[src/hw/rtl/bvm_pkg.sv]
// package for the battery voltage monitor: widths, reset values, register indexes
package bvm_pkg;

    localparam int DEF_SAMPLES_PER_AVERAGE = 100;
    localparam int DEF_SAMPLE_BITS         = 12;

    localparam int GAIN_W   = 16;
    localparam int CELL_W   = 5;
    localparam int VOLT_W   = 13;
    localparam int PACK_W   = 17;
    localparam int DELAY_W  = 14;
    localparam int GAIN_SHR = 16;

    localparam int CFG_IDX_W  = 3;
    localparam int CFG_DATA_W = 16;

    localparam int OUT_FIELDS_W = VOLT_W + PACK_W + 4;
    localparam int OUT_TDATA_W  = ((OUT_FIELDS_W + 7) / 8) * 8;

    localparam logic [CFG_IDX_W-1:0] REG_CAL_GAIN     = 3'd0;
    localparam logic [CFG_IDX_W-1:0] REG_CELL_COUNT   = 3'd1;
    localparam logic [CFG_IDX_W-1:0] REG_WARN_ENTER   = 3'd2;
    localparam logic [CFG_IDX_W-1:0] REG_WARN_STAY    = 3'd3;
    localparam logic [CFG_IDX_W-1:0] REG_CUTOFF_LEVEL = 3'd4;
    localparam logic [CFG_IDX_W-1:0] REG_OVER_LEVEL   = 3'd5;
    localparam logic [CFG_IDX_W-1:0] REG_WARN_DELAY   = 3'd6;
    localparam logic [CFG_IDX_W-1:0] REG_CUTOFF_DELAY = 3'd7;

    localparam logic [GAIN_W-1:0]  RST_CAL_GAIN     = 16'd65535;
    localparam logic [CELL_W-1:0]  RST_CELL_COUNT   = 5'd1;
    localparam logic [VOLT_W-1:0]  RST_WARN_ENTER   = 13'd107;
    localparam logic [VOLT_W-1:0]  RST_WARN_STAY    = 13'd108;
    localparam logic [VOLT_W-1:0]  RST_CUTOFF_LEVEL = 13'd104;
    localparam logic [VOLT_W-1:0]  RST_OVER_LEVEL   = 13'd180;
    localparam logic [DELAY_W-1:0] RST_WARN_DELAY   = 14'd500;
    localparam logic [DELAY_W-1:0] RST_CUTOFF_DELAY = 14'd5000;

    localparam logic [VOLT_W-1:0]  DIODE_OFFSET = 13'd3;
    localparam logic [DELAY_W-1:0] RUN_MAX      = 14'd16383;

    typedef struct packed {
        logic [DELAY_W-1:0] count;
        logic               flag;
    } run_t;

endpackage

[src/hw/rtl/battery_voltage_monitor.sv]
// battery voltage monitor: block averaging, calibration and debounced low-voltage flags (also raised on over-voltage)
//
// usage:
//   s_ channel takes one item per ADC tick: tdata = {clear_low_latch, battery_sample}.
//   m_ channel returns exactly one item per input item, in order, carrying the held
//   per-battery and pack voltages, a flag for a completed average block and the
//   warning, cutoff and latched low-battery flags.
//   cfg_wr_en / cfg_wr_index / cfg_wr_data write one setup register per cycle;
//   write only while no item is in flight.
// timing:
//   four register stages (accumulate, reciprocal multiply for the mean, gain
//   multiply, voltage/flags with the output register): an item passes through them
//   in that order. one item per cycle is sustained while m_tready stays high.
//   every stage holds its own valid bit, so an empty stage fills while later ones stall.
// reset:
//   aresetn low clears the accumulator, held voltages, run counters and flags and
//   loads the register defaults. no item is in flight afterwards.
// stall:
//   when m_tready is low the result holds; earlier stages keep filling until the
//   pipeline is full, then s_tready drops.
module battery_voltage_monitor #(
    parameter int SAMPLES_PER_AVERAGE = bvm_pkg::DEF_SAMPLES_PER_AVERAGE,
    parameter int SAMPLE_BITS         = bvm_pkg::DEF_SAMPLE_BITS
) (
    input  logic                                 aclk,
    input  logic                                 aresetn,
    input  logic                                 s_tvalid,
    output logic                                 s_tready,
    // [SAMPLE_BITS-1:0] battery_sample, [SAMPLE_BITS] clear_low_latch, rest zero
    input  logic [((SAMPLE_BITS + 8) / 8) * 8-1:0] s_tdata,
    output logic                                 m_tvalid,
    input  logic                                 m_tready,
    // [12:0] battery_voltage, [29:13] pack_voltage, [30] average_updated,
    // [31] low_warning, [32] low_cutoff, [33] low_latched, rest zero
    output logic [bvm_pkg::OUT_TDATA_W-1:0]      m_tdata,
    input  logic                                 cfg_wr_en,
    input  logic [bvm_pkg::CFG_IDX_W-1:0]        cfg_wr_index,
    input  logic [bvm_pkg::CFG_DATA_W-1:0]       cfg_wr_data
);
    import bvm_pkg::*;

    localparam int CNT_W    = $clog2(SAMPLES_PER_AVERAGE + 1);
    localparam int SUM_W    = SAMPLE_BITS + $clog2(SAMPLES_PER_AVERAGE);
    localparam int RECIP_SH = SUM_W + $clog2(SAMPLES_PER_AVERAGE);
    localparam int RECIP_W  = RECIP_SH + 1;
    localparam logic [63:0] RECIP_FULL =
        ((64'd1 << RECIP_SH) + 64'(SAMPLES_PER_AVERAGE) - 64'd1) / 64'(SAMPLES_PER_AVERAGE);
    localparam logic [RECIP_W-1:0] RECIP = RECIP_FULL[RECIP_W-1:0];
    localparam int ADD_W = ((SAMPLE_BITS > VOLT_W) ? SAMPLE_BITS : VOLT_W) + 1;
    localparam logic [CNT_W-1:0] BLOCK_LEN = CNT_W'(SAMPLES_PER_AVERAGE);

    // setup registers
    logic [GAIN_W-1:0]  cal_gain_reg;
    logic [CELL_W-1:0]  cell_count_reg;
    logic [VOLT_W-1:0]  warn_enter_reg;
    logic [VOLT_W-1:0]  warn_stay_reg;
    logic [VOLT_W-1:0]  cutoff_level_reg;
    logic [VOLT_W-1:0]  over_level_reg;
    logic [DELAY_W-1:0] warn_delay_reg;
    logic [DELAY_W-1:0] cutoff_delay_reg;

    always_ff @(posedge aclk) begin
        if (!aresetn) begin
            cal_gain_reg     <= RST_CAL_GAIN;
            cell_count_reg   <= RST_CELL_COUNT;
            warn_enter_reg   <= RST_WARN_ENTER;
            warn_stay_reg    <= RST_WARN_STAY;
            cutoff_level_reg <= RST_CUTOFF_LEVEL;
            over_level_reg   <= RST_OVER_LEVEL;
            warn_delay_reg   <= RST_WARN_DELAY;
            cutoff_delay_reg <= RST_CUTOFF_DELAY;
        end else if (cfg_wr_en) begin
            case (cfg_wr_index)
                REG_CAL_GAIN:     cal_gain_reg     <= cfg_wr_data[GAIN_W-1:0];
                REG_CELL_COUNT:   cell_count_reg   <= cfg_wr_data[CELL_W-1:0];
                REG_WARN_ENTER:   warn_enter_reg   <= cfg_wr_data[VOLT_W-1:0];
                REG_WARN_STAY:    warn_stay_reg    <= cfg_wr_data[VOLT_W-1:0];
                REG_CUTOFF_LEVEL: cutoff_level_reg <= cfg_wr_data[VOLT_W-1:0];
                REG_OVER_LEVEL:   over_level_reg   <= cfg_wr_data[VOLT_W-1:0];
                REG_WARN_DELAY:   warn_delay_reg   <= cfg_wr_data[DELAY_W-1:0];
                REG_CUTOFF_DELAY: cutoff_delay_reg <= cfg_wr_data[DELAY_W-1:0];
                default: ;
            endcase
        end
    end

    // stage handshakes
    logic s1_valid_reg, s2_valid_reg, s3_valid_reg, m_valid_reg;
    logic adv1, adv2, adv3, adv_out, in_accept;

    assign adv_out   = !m_valid_reg || m_tready;
    assign adv3      = !s3_valid_reg || adv_out;
    assign adv2      = !s2_valid_reg || adv3;
    assign adv1      = !s1_valid_reg || adv2;
    assign s_tready  = adv1;
    assign in_accept = s_tvalid && adv1;

    // stage 1: accumulate
    logic [SAMPLE_BITS-1:0] in_sample;
    logic                   in_clr;
    logic [CNT_W-1:0]       count_reg, count_inc;
    logic [SUM_W-1:0]       sum_reg, sum_inc;
    logic                   block_done;
    logic [SUM_W-1:0]       s1_sum_reg;
    logic                   s1_upd_reg, s1_clr_reg;

    assign in_sample  = s_tdata[SAMPLE_BITS-1:0];
    assign in_clr     = s_tdata[SAMPLE_BITS];
    assign count_inc  = count_reg + CNT_W'(1);
    assign sum_inc    = sum_reg + SUM_W'(in_sample);
    assign block_done = (count_inc == BLOCK_LEN);

    always_ff @(posedge aclk) begin
        if (!aresetn) begin
            count_reg    <= '0;
            sum_reg      <= '0;
            s1_valid_reg <= 1'b0;
        end else begin
            if (in_accept) begin
                count_reg <= block_done ? '0 : count_inc;
                sum_reg   <= block_done ? '0 : sum_inc;
            end
            if (adv1) begin
                s1_valid_reg <= s_tvalid;
            end
        end
    end

    always_ff @(posedge aclk) begin
        if (in_accept) begin
            s1_sum_reg <= sum_inc;
            s1_upd_reg <= block_done;
            s1_clr_reg <= in_clr;
        end
    end

    // stage 2: mean by reciprocal multiply
    logic [SUM_W+RECIP_W-1:0] recip_prod;
    logic [SAMPLE_BITS-1:0]   s2_mean_reg;
    logic                     s2_upd_reg, s2_clr_reg;

    assign recip_prod = (SUM_W+RECIP_W)'(s1_sum_reg) * (SUM_W+RECIP_W)'(RECIP);

    always_ff @(posedge aclk) begin
        if (!aresetn) begin
            s2_valid_reg <= 1'b0;
        end else if (adv2) begin
            s2_valid_reg <= s1_valid_reg;
        end
    end

    always_ff @(posedge aclk) begin
        if (adv2 && s1_valid_reg) begin
            s2_mean_reg <= recip_prod[RECIP_SH +: SAMPLE_BITS];
            s2_upd_reg  <= s1_upd_reg;
            s2_clr_reg  <= s1_clr_reg;
        end
    end

    // stage 3: calibration gain
    logic [SAMPLE_BITS+GAIN_W-1:0] gain_prod;
    logic [SAMPLE_BITS-1:0]        s3_hi_reg;
    logic                          s3_upd_reg, s3_clr_reg;

    assign gain_prod = (SAMPLE_BITS+GAIN_W)'(s2_mean_reg) * (SAMPLE_BITS+GAIN_W)'(cal_gain_reg);

    always_ff @(posedge aclk) begin
        if (!aresetn) begin
            s3_valid_reg <= 1'b0;
        end else if (adv3) begin
            s3_valid_reg <= s2_valid_reg;
        end
    end

    always_ff @(posedge aclk) begin
        if (adv3 && s2_valid_reg) begin
            s3_hi_reg  <= gain_prod[GAIN_SHR +: SAMPLE_BITS];
            s3_upd_reg <= s2_upd_reg;
            s3_clr_reg <= s2_clr_reg;
        end
    end

    // stage 4: held voltages, debounce, output register
    logic [VOLT_W-1:0]        held_volt_reg;
    logic [PACK_W-1:0]        held_pack_reg;
    logic [DELAY_W-1:0]       warn_cnt_reg, cut_cnt_reg;
    logic                     warn_on_reg, cut_on_reg, latched_reg, upd_reg;
    logic [ADD_W-1:0]         volt_sum;
    logic [VOLT_W-1:0]        volt_new, volt_next;
    logic [VOLT_W+CELL_W-1:0] pack_prod;
    logic                     over, warn_cond, cut_cond, out_load;
    run_t                     warn_next, cut_next;

    function automatic run_t run_step(input logic [DELAY_W-1:0] cnt,
                                      input logic cond,
                                      input logic [DELAY_W-1:0] delay);
        logic [DELAY_W-1:0] c;
        logic [DELAY_W:0]   sat;
        run_t               r;
        if (!cond) begin
            c = '0;
        end else if (cnt != RUN_MAX) begin
            c = cnt + DELAY_W'(1);
        end else begin
            c = cnt;
        end
        sat = {1'b0, delay} + (DELAY_W+1)'(2);
        if (c > delay) begin
            r.flag  = 1'b1;
            r.count = (sat > {1'b0, RUN_MAX}) ? RUN_MAX : sat[DELAY_W-1:0];
        end else begin
            r.flag  = 1'b0;
            r.count = c;
        end
        return r;
    endfunction

    assign volt_sum  = ADD_W'(s3_hi_reg) + ADD_W'(DIODE_OFFSET);
    assign volt_new  = volt_sum[VOLT_W-1:0];
    assign volt_next = s3_upd_reg ? volt_new : held_volt_reg;
    assign pack_prod = (VOLT_W+CELL_W)'(volt_new) * (VOLT_W+CELL_W)'(cell_count_reg);
    assign over      = volt_next > over_level_reg;
    assign warn_cond = (volt_next < (warn_on_reg ? warn_stay_reg : warn_enter_reg)) || over;
    assign cut_cond  = (volt_next < cutoff_level_reg) || over;
    assign warn_next = run_step(warn_cnt_reg, warn_cond, warn_delay_reg);
    assign cut_next  = run_step(cut_cnt_reg, cut_cond, cutoff_delay_reg);
    assign out_load  = adv_out && s3_valid_reg;

    always_ff @(posedge aclk) begin
        if (!aresetn) begin
            m_valid_reg   <= 1'b0;
            held_volt_reg <= '0;
            held_pack_reg <= '0;
            warn_cnt_reg  <= '0;
            cut_cnt_reg   <= '0;
            warn_on_reg   <= 1'b0;
            cut_on_reg    <= 1'b0;
            latched_reg   <= 1'b0;
            upd_reg       <= 1'b0;
        end else begin
            if (adv_out) begin
                m_valid_reg <= s3_valid_reg;
            end
            if (out_load) begin
                if (s3_upd_reg) begin
                    held_volt_reg <= volt_new;
                    held_pack_reg <= pack_prod[PACK_W-1:0];
                end
                warn_cnt_reg <= warn_next.count;
                cut_cnt_reg  <= cut_next.count;
                warn_on_reg  <= warn_next.flag;
                cut_on_reg   <= cut_next.flag;
                latched_reg  <= (latched_reg && !s3_clr_reg) || cut_next.flag;
                upd_reg      <= s3_upd_reg;
            end
        end
    end

    assign m_tvalid = m_valid_reg;
    assign m_tdata  = OUT_TDATA_W'({latched_reg, cut_on_reg, warn_on_reg, upd_reg,
                                    held_pack_reg, held_volt_reg});

    // a cutoff step always leaves the latch set
    assert property (@(posedge aclk) disable iff (!aresetn)
        cut_on_reg |-> latched_reg)
        else $error("cutoff flag without latched flag");

    // a pending updated result carries a pack voltage that matches the battery voltage
    assert property (@(posedge aclk) disable iff (!aresetn)
        (m_valid_reg && upd_reg) |->
            (held_pack_reg == PACK_W'(held_volt_reg * (VOLT_W+CELL_W)'(cell_count_reg))))
        else $error("pack voltage out of step with battery voltage");

    // an item that completes a block reaches stage 1 flagged as an update
    assert property (@(posedge aclk) disable iff (!aresetn)
        (in_accept && (count_reg == BLOCK_LEN - CNT_W'(1))) |=> (s1_valid_reg && s1_upd_reg))
        else $error("block completion lost at accumulator");

endmodule
[config.mk]
export PLATFORM = sky130hd
export DESIGN_NAME = battery_voltage_monitor
export DESIGN_NICKNAME = d
export VERILOG_FILES = /design/src/hw/rtl/bvm_pkg.sv /design/src/hw/rtl/battery_voltage_monitor.sv
export SDC_FILE = /design/constraint.sdc
export NUM_CORES = 1
export LEC_CHECK = 0
export BUFFER_PORTS_ARGS = -buffer_cell sky130_fd_sc_hd__buf_2
export CAP_MARGIN = 20
export CELL_PAD_IN_SITES_DETAIL_PLACEMENT = 0
export CELL_PAD_IN_SITES_GLOBAL_PLACEMENT = 2
export CORE_ASPECT_RATIO = 1.5
export CORE_UTILIZATION = 44
export DETAILED_ROUTE_END_ITERATION = 8
export GPL_TIMING_DRIVEN = 0
export MAX_ROUTING_LAYER = met4
export PLACE_DENSITY = 0.87
export SLEW_MARGIN = 25
export SYNTH_ARGS = -nofsm -noshare
export SYNTH_HDL_FRONTEND = slang
export SYNTH_SLANG_ARGS = --single-unit
[constraint.sdc]
create_clock -name aclk -period 14.3 [get_ports aclk]
set_clock_uncertainty 0.1 [all_clocks]
set_input_delay 2.86 -clock aclk [delete_from_list [all_inputs] [get_ports aclk]]
set_output_delay 2.86 -clock aclk [all_outputs]
set_load 0.005 [all_outputs]
After elaboration in Yosys (flattened, before gate mapping)
Index checks and enable logic that the tools add are counted.
{"block": "word_totals", "input_bits": 40, "wordCells": 97, "regBits": 242, "out_inout_bits": 42}
{"block": "op_classes", "eq_ne": 10, "n_reduce_logical": 27, "n_lt_le_gt_ge": 7, "n_mux": 12, "add_sub_neg": 7, "n_mul": 3}
{"op": "2-to-1 mux 14 bit", "count": 6}
{"op": "multiplier 19 x 20 -> 38 bit, second input constant", "count": 1}
{"op": "adder 14 x 2 -> 15 bit, second input constant", "count": 2}
{"op": "> comparator 15 x 14 -> 1 bit, second input constant", "count": 2}
{"op": "2-to-1 mux 15 bit", "count": 2}
{"op": "adder 14 x 1 -> 14 bit, second input constant", "count": 2}
{"op": "> comparator 14 bit", "count": 2}
{"op": "multiplier 12 x 16 -> 28 bit", "count": 1}
{"op": "inequality test 14 bit, second input constant", "count": 2}
{"op": "less-than comparator 13 bit", "count": 2}
{"op": "2-to-1 mux 13 bit", "count": 2}
{"op": "adder 19 x 12 -> 19 bit", "count": 1}
{"op": "2-to-1 mux 19 bit", "count": 1}
{"op": "AND reduction 2 bit", "count": 9}
{"op": "multiplier 13 x 5 -> 17 bit", "count": 1}
{"op": "adder 12 x 2 -> 13 bit, second input constant", "count": 1}
{"op": "> comparator 13 bit", "count": 1}
{"op": "equality test 3 bit, second input constant", "count": 4}
{"op": "adder 7 x 1 -> 7 bit, second input constant", "count": 1}
{"op": "equality test 7 bit, second input constant", "count": 1}
{"op": "logical OR 1 bit", "count": 7}
{"op": "2-to-1 mux 7 bit", "count": 1}
{"op": "equality test 3 x 2 -> 1 bit, second input constant", "count": 2}
{"op": "logical AND 1 bit", "count": 5}
{"op": "3 further kinds", "count": 7}

Logic depth before layout (Yosys ltp)
Gate-level depths: netlist (run 1).
{"block": "depth", "word_depth": 8, "ltp_mapped": 26, "depth_no_buf": 25}

Least setup slack after synthesis (run 1)
No wires, ideal clock.
{"block": "synth_path", "path_type": "input-to-output", "start": "in m_tready", "end": "out s_tready", "cell_stages": 3, "required_time_ns": 11.340, "setup_slack_ns": 7.980, "path_buffers": 0, "arrival_time_ns": 3.360, "path_cell_list": "nor2b_1 and2_1 nand3_1"}
{"block": "synth_via", "elab_chain_cells": 4}
{"item": "start: declaration", "line": "battery_voltage_monitor.sv:32", "source": "input logic m_tready,"}
{"item": "logical OR 1 bit", "line": "battery_voltage_monitor.sv:91", "source": "assign adv_out = !m_valid_reg || m_tready;"}
{"item": "logical OR 1 bit", "line": "battery_voltage_monitor.sv:92", "source": "assign adv3 = !s3_valid_reg || adv_out;"}
{"item": "logical OR 1 bit", "line": "battery_voltage_monitor.sv:93", "source": "assign adv2 = !s2_valid_reg || adv3;"}
{"item": "logical OR 1 bit", "line": "battery_voltage_monitor.sv:94", "source": "assign adv1 = !s1_valid_reg || adv2;"}
{"item": "end: declaration", "line": "battery_voltage_monitor.sv:28", "source": "output logic s_tready,"}
No other way between the ends.

Final worst setup path (run 1)
{"block": "layout_path", "start": "reg s3_hi_reg[0]", "end": "reg warn_cnt_reg[3]"}
{"block": "layout_via", "elab_chain_cells": 7, "word_cells_on_any_way": 8, "cone_classes": "add/sub: 1; order compare: 3; mux: 3; reduce/logical: 1"}
{"item": "start: declaration", "line": "battery_voltage_monitor.sv:162", "source": "logic [SAMPLE_BITS-1:0] s3_hi_reg;"}
{"item": "start signal: assignment", "line": "battery_voltage_monitor.sv:177", "source": "s3_hi_reg <= gain_prod[GAIN_SHR +: SAMPLE_BITS];"}
{"item": "adder 12 x 2 -> 13 bit *", "line": "battery_voltage_monitor.sv:218", "source": "assign volt_sum = ADD_W'(s3_hi_reg) + ADD_W'(DIODE_OFFSET);"}
{"item": "2-to-1 mux 13 bit *"}
{"item": "via volt_next[10]", "line": "battery_voltage_monitor.sv:189", "source": "logic [VOLT_W-1:0] volt_new, volt_next;"}
{"item": "less-than comparator 13 bit / > comparator 13 bit (equally long branches)", "line": "battery_voltage_monitor.sv:223, battery_voltage_monitor.sv:222"}
{"item": "logical OR 1 bit *", "line": "battery_voltage_monitor.sv:223", "source": "assign warn_cond = (volt_next < (warn_on_reg ? warn_stay_reg : warn_enter_reg)) || over;"}
{"item": "2-to-1 mux 14 bit *", "line": "battery_voltage_monitor.sv:200", "source": "if (!cond) begin"}
{"item": "> comparator 14 bit", "line": "battery_voltage_monitor.sv:208", "source": "if (c > delay) begin"}
{"item": "2-to-1 mux 15 bit *", "line": "battery_voltage_monitor.sv:208"}
{"item": "end signal: assignment", "line": "battery_voltage_monitor.sv:249", "source": "warn_cnt_reg <= warn_next.count;"}
{"item": "end: declaration", "line": "battery_voltage_monitor.sv:186", "source": "logic [DELAY_W-1:0] warn_cnt_reg, cut_cnt_reg;"}
Mark *: on every way through the listed nets, which the timed path passes. The rest lies on a longest branch.
A chain may end at the register's enable or synchronous reset.

==> results.ini, run 1 <==
[cells_and_area]
area.growth.synth_to_final_pct = 8.65
fin_nets = 3757
fill_cells = 5813
fin_util_pct = 48.5
antenna_cells = 0
drive_gt1_share_pct = 4.86

[flow_run]
maxCapViolations = 0

[clocking]
htree_levels = 1
cts_root_buffer = clkbuf_16
clock_path_buffers = 3
insertion_delay_ps = 570
cts_inserted_buffers = 26
post-cts-setup-buffers = 0
cts.sink_count = 242
clk_pin_slew_worst_paths_ps = 70
cts-hold-fix-buffers = 0
cts-resized-gates = 0
cts_tree = yes

[global_routing]
grt_overflow_total = 0
grt_max_degree = 26
track_usage_pct = 25.6
antenna_found_initial = 0
grt_pass1_wl_um = 117000
first_global_vias = 21800

[synthesis]
synth_area_per_cell_um2 = 8.69
synth_ff_type = dfxtp_1
synthDistinctLibCells = 72
yosysMostFrequentCell = inv_1
synth_area_mm2 = 0.0260
async_reset_ff_share_pct = 0
synth_edf_count = 49
netlist_top_cells_count = inv_1, nand2_1, ha_1, fa_1, dfxtp_1
synth_top_area_share_pct = 23.0
ys_warn_count = 0
synth_top_area_cell = fa_1
ys_top_cells_by_area = fa_1, ha_1, dfxtp_1, inv_1, nand2_1
yosysSeqAreaShare_pct = 20.6
synth-seq-cells = 242
syn_inst = 2988

[critical_path]
worstSetupEndpointType = register
arrival_ps = 8300
crit_fanout = 10
crit_path_start_kind = register
r2r_start = s3_hi_reg[0]
r2r_end = warn_cnt_reg[3]
required_ps = 14670
rr_worst_depth = 24
critPathKind = reg2reg
r2r_slack_ps = 6370
critical_path.startpoint = s3_hi_reg[0]

[die]
initial_core_util_pct = 44.7
pin_count = 82
num_rows = 108
die_area_mm2 = 0.0600
die_w_um = 200
core_mm2 = 0.0581
fp.dieH_um = 299

[status]
status = finished clean

[sta]
finalMaxSlewViolations = 0
final_hold_viol_count = 0
hold_ws_ps = 326
setup-violations-final = 0
finalSetupTns_ps = 0
rsz0062_at_grt = no
tightest_slew_ps = 1020
max_freq_mhz = 126
min_period_over_period_pct = 55.5
relSlewSlack_pct = 31.8
fin_crit_ps = 7930

[routing]
firstDrtPassIters = 6
drt_iter0_drc = 907
ant_nets = 0
vias = 20500
drc_errors = 0
route.final.wire_length_um = 72400
routed_via_density = 5.29
wl_per_cell_um = 18.7

[worst_hold_path]
holdCritPathClass = reg2reg
hold_end = s3_clr_reg
worst_hold_path.num_cells = 0
hold_start = s2_clr_reg

[place]
port-buffer-count = 65
place_hpwl_um = 58900
place.gp.congestion = 0.923

[logic make-up after synthesis]
group,share of synthesized area [%]
and+or+nand+nor,16.9
muxes,0.868
buffers and inverters,9.11
DFF,20.6
adders and majority gates,38.9
AOI/OAI and AO/OA,9.79
xor gates and xnor gates,3.85
other,0.0144
[metrics by stage]
step / cells / setup WS, ps / area [um^2]
finish: 3879 / 6370 / 28200
global route: 3879 / 5920 / 28200
CTS: 3879 / 6380 / 28200
detailed placement: 3831 / 6410 / 27300
global placement: 3828 / 6550 / 27300
floorplan: 2993 / 7980 / 26000
[worst max path at each step]
stage / to / cells after the start
2_1_floorplan: s_tready / 3
3_3_place_gp: warn_cnt_reg[3] / 24
3_5_place_dp: warn_cnt_reg[3] / 24
4_1_cts: warn_cnt_reg[3] / 24
5_1_grt: warn_cnt_reg[3] / 24
6_report: warn_cnt_reg[3] / 24
[worst max-delay path, stage by stage (launching register included)]
cell      delay, ps
edfxtp_1        580
inv_1           210
ha_1            280
nor3b_1         610
nand3_1         180
xor2_1          540
a21oi_1         370
ha_1            390
a21o_1          160
a21o_1          170
a21oi_1         140
o21ai_0         100
o21a_1          220
a211oi_2        650
clkbuf_1        430
nor2_1          140
ha_1            310
and4_1          200
nand3_1         110
or2_1           260
o211ai_1        160
o21ai_1         360
nor3_1          900
a21oi_1         140
o21a_1          140
[cell type report]
type	count	area (um^2)	share of cell area (%)
Clock inverter	14	144	0.510
Inverter	505	1900	6.72
Sequential cell	242	5340	18.9
Tap cell	770	963	3.42
Timing Repair Buffer	68	375	1.33
Buffer	113	469	1.66
Clock buffer	34	732	2.60
Multi-Input combinational cell	2133	18300	64.8
[metal layers]
layer / global-route usage (%) / wire, um / up-vias
met3: 2.14 / 2390 / 165
met4: 12.9 / 4120 / 0
met5: - / 0 / -
met1: 28.1 / 28300 / 10000
li1: - / - / 9840
met2: 46.2 / 37600 / 454
[cells in the final DEF, fill, tap and decap left out, types with 17 or more instances in the layout]
master     count
nor2b_1       31
nor3_1        33
nand4_1       27
clkbuf_1      99
ha_1         330
nand2b_1      18
a21o_1        29
mux2i_1       18
xnor2_1       84
nand2_1      442
a211oi_1      22
o21ai_1       23
nor2_1       151
edfxtp_1      49
or3_1         17
fa_1         298
o21a_1        20
nand3_1       86
and3_1        18
dfxtp_1      193
o211ai_1      28
inv_1        502
xor2_1        30
o21ai_0       36
a21oi_1      173
clkbuf_16     27
buf_2         65
and2_1        93
Power of run 1 is not shown: default switching activity piles up to over one toggle a cycle in this logic, so the estimate is an artifact.
==> run 2, diff against run 1 <==
--- a/config.mk
+++ b/config.mk
@@ -5,16 +5,17 @@
 export SDC_FILE = /design/constraint.sdc
 export NUM_CORES = 1
 export LEC_CHECK = 0
+export ABC_AREA = 1
 export BUFFER_PORTS_ARGS = -buffer_cell sky130_fd_sc_hd__buf_2
 export CAP_MARGIN = 20
 export CELL_PAD_IN_SITES_DETAIL_PLACEMENT = 0
 export CELL_PAD_IN_SITES_GLOBAL_PLACEMENT = 2
 export CORE_ASPECT_RATIO = 1.5
-export CORE_UTILIZATION = 44
+export CORE_UTILIZATION = 35
 export DETAILED_ROUTE_END_ITERATION = 8
 export GPL_TIMING_DRIVEN = 0
 export MAX_ROUTING_LAYER = met4
-export PLACE_DENSITY = 0.87
+export PLACE_DENSITY = 0.78
 export SLEW_MARGIN = 25
 export SYNTH_ARGS = -nofsm -noshare
 export SYNTH_HDL_FRONTEND = slang
==> constraint.sdc (replaced) <==
create_clock -name aclk -period 6.7 [get_ports aclk]
set_clock_uncertainty 0.1 [all_clocks]
set_input_delay 1.34 -clock aclk [delete_from_list [all_inputs] [get_ports aclk]]
set_output_delay 1.34 -clock aclk [all_outputs]
set_load 0.005 [all_outputs]
==> run 2 against run 1 <==
Compared with the run above:
- the run now ends with design-rule violations left
- maximum frequency grew 29%
- non-clock buffer count grew 9
- cell count grew 27%
- via count grew 14%
- sequential share of layout area shrank 1.7 points
- synthesized cell count grew 25%
- area after synthesis grew 8.8%
- core utilization shrank 9.8 points
- first-iteration DRC count grew 9.4%
- clock-buffer cell count grew 2
- critical path depth shrank 3
- sequential cell count is the same
==> results.ini, run 2 <==
[global_routing]
antenna_found_initial = 2
track_usage_pct = 21.7
grt_overflow_total = 0
grt_max_degree = 25
first_global_vias = 24300
grt_pass1_wl_um = 133000

[critical_path]
path_cells = clkbuf_1 > clkbuf_1 > nand2_1 > fa_1 > inv_1 > fa_1 > inv_1 > fa_1 > inv_1 > fa_1 > inv_1 > fa_1 > inv_1 > ha_1 > a21oi_1 > o21ai_0 > a21oi_1 > inv_1 > a31oi_1 > nand2_1 > xnor2_1
rr_worst_depth = 21
path_delay_family = adder cells
critical_path_buf_inv_count = 8
crit_top_cell = inv_1
r2r_start = s2_mean_reg[11]
worstSetupEndpointType = register
critPathKind = reg2reg
crit_path_max_incr_delay_ps = 580
arrival_ps = 6430
required_ps = 6960
r2r_end = s3_hi_reg[11]
r2r_slack_ps = 530
crit_fanout = 10
crit_path_start_kind = register
slowest_stage = fa_1

[clocking]
cts-hold-fix-buffers = 0
clock_path_buffers = 3
cts_tree = yes
cts_root_buffer = clkbuf_16
cts_inserted_buffers = 29
clk_pin_slew_worst_paths_ps = 60
cts.sink_count = 242
cts-resized-gates = 0
insertion_delay_ps = 620
htree_levels = 1
post-cts-setup-buffers = 0

[synthesis]
synth_edf_count = 49
synth_area_mm2 = 0.0282
synth-seq-cells = 242
yosysSeqAreaShare_pct = 18.9
yosysMostFrequentCell = nand2_1
syn_inst = 3749
synth_top_area_cell = fa_1
synth_ff_type = dfxtp_1
netlist_top_cells_count = nand2_1, inv_1, ha_1, fa_1, nor2_1
ys_top_cells_by_area = fa_1, ha_1, dfxtp_1, nand2_1, inv_1
async_reset_ff_share_pct = 0
synthDistinctLibCells = 56
synth_top_area_share_pct = 21.1
ys_warn_count = 0
synth_area_per_cell_um2 = 7.53

[sta]
min_period_over_period_pct = 92.1
hold_ws_ps = 313
setup-violations-final = 0
relSlewSlack_pct = 33.9
rsz0062_at_grt = no
final_hold_viol_count = 0
fin_crit_ps = 6170
max_freq_mhz = 162
tightest_slew_ps = 991
layout_setup_ws_ps = 532
finalSetupTns_ps = 0
finalMaxSlewViolations = 0

[routing]
drc_errors = 7
route.final.wire_length_um = 84400
vias = 23300
routed_via_density = 4.74
ant_nets = 0
wl_per_cell_um = 17.2
drt_iter0_drc = 992
firstDrtPassIters = 9

[die]
die_area_mm2 = 0.0818
initial_core_util_pct = 35.3
num_rows = 127
die_w_um = 234
fp.dieH_um = 350
pin_count = 82
core_mm2 = 0.0799

[place]
place_hpwl_um = 71300
port-buffer-count = 70
dpl.cell_count = 4856
place.gp.congestion = 0.862
pre_cts_ws_ps = 529

[cells_and_area]
layout_common_cells = nand2_1, inv_1, ha_1
final_common_cell = nand2_1
area.growth.synth_to_final_pct = 9.56
drive_gt1_share_pct = 6.70
finalNonFillerCells = 4912
fin_nets = 4523

[worst_hold_path]
holdCritPathClass = reg2reg
hold_start = s2_clr_reg
hold_end = s3_clr_reg
worst_hold_path.num_cells = 0

[status]
violations = design-rule violations
status = finished, violations left

[flow_run]
maxCapViolations = 0

-- run 2: cell count changes after synthesis, moves of 18 or more --
cell      previous run  this run
nand2_2              0        22
nand2b_1            18         0
a21oi_1            173       228
nand3_1             86       137
a21oi_2              1        21
a211oi_1            22         3
nor2b_1             32         0
xnor2_1             84        15
inv_1              502       798
nand2_1            442       828
nor2_1             151       262
and2_1              93         3
o21ai_0             36       148
-- run 2: cell families after synthesis --
kind of cell	Yosys count	synth area share, %
flip-flops	242	18.9
AO/OA/AOI/OAI	488	9.67
XOR/XNOR	53	1.67
adder cells (fa/ha/maj)	628	35.8
AND/OR/NAND/NOR	1387	20.8
multiplexers	12	0.425
other	1	0.0133
buffers and inverters	938	12.8
-- run 2: worst max path at each step --
stage | start | to | slack, ps | depth (start not counted)
6_report | s2_mean_reg[11] | s3_hi_reg[11] | 530 | 21
5_1_grt | s3_hi_reg[0] | cut_cnt_reg[8] | 160 | 27
3_5_place_dp | s2_mean_reg[11] | s3_hi_reg[11] | 530 | 21
4_1_cts | s3_hi_reg[0] | cut_cnt_reg[8] | 520 | 27
2_1_floorplan | s1_sum_reg[17] | s2_mean_reg[9] | 1280 | 19
3_3_place_gp | s2_mean_reg[11] | s3_hi_reg[11] | 540 | 21
-- run 2: per-layer routing --
layer,vias to the layer above,track usage [%],part of all wire [%]
li1,11800,-,-
met1,11000,23.5,40
met2,312,40.9,54
met3,128,1.92,2.5
met4,0,7.41,3.6
met5,-,-,0
-- run 2: final cells by class --
type                    instances  area (um^2)
fillers                      8590        49000
multi-input cells            2574        19300
flip-flops and latches        242         5340
inverters                     818         3070
well taps                    1032         1290
clock buffers                  36          813
plain buffers                 120          548
repair buffers                 70          350
clock inverters                18          213
diodes                          2         5.00
-- run 2: through the flow --
step	utilization, %	cell area [um^2]
floorplan	-	28300
global placement	37.4	29900
detailed placement	37.4	29900
CTS	38.7	30900
global route	38.7	30900
finish	38.7	30900
Power of run 2 is left out for the same reason.
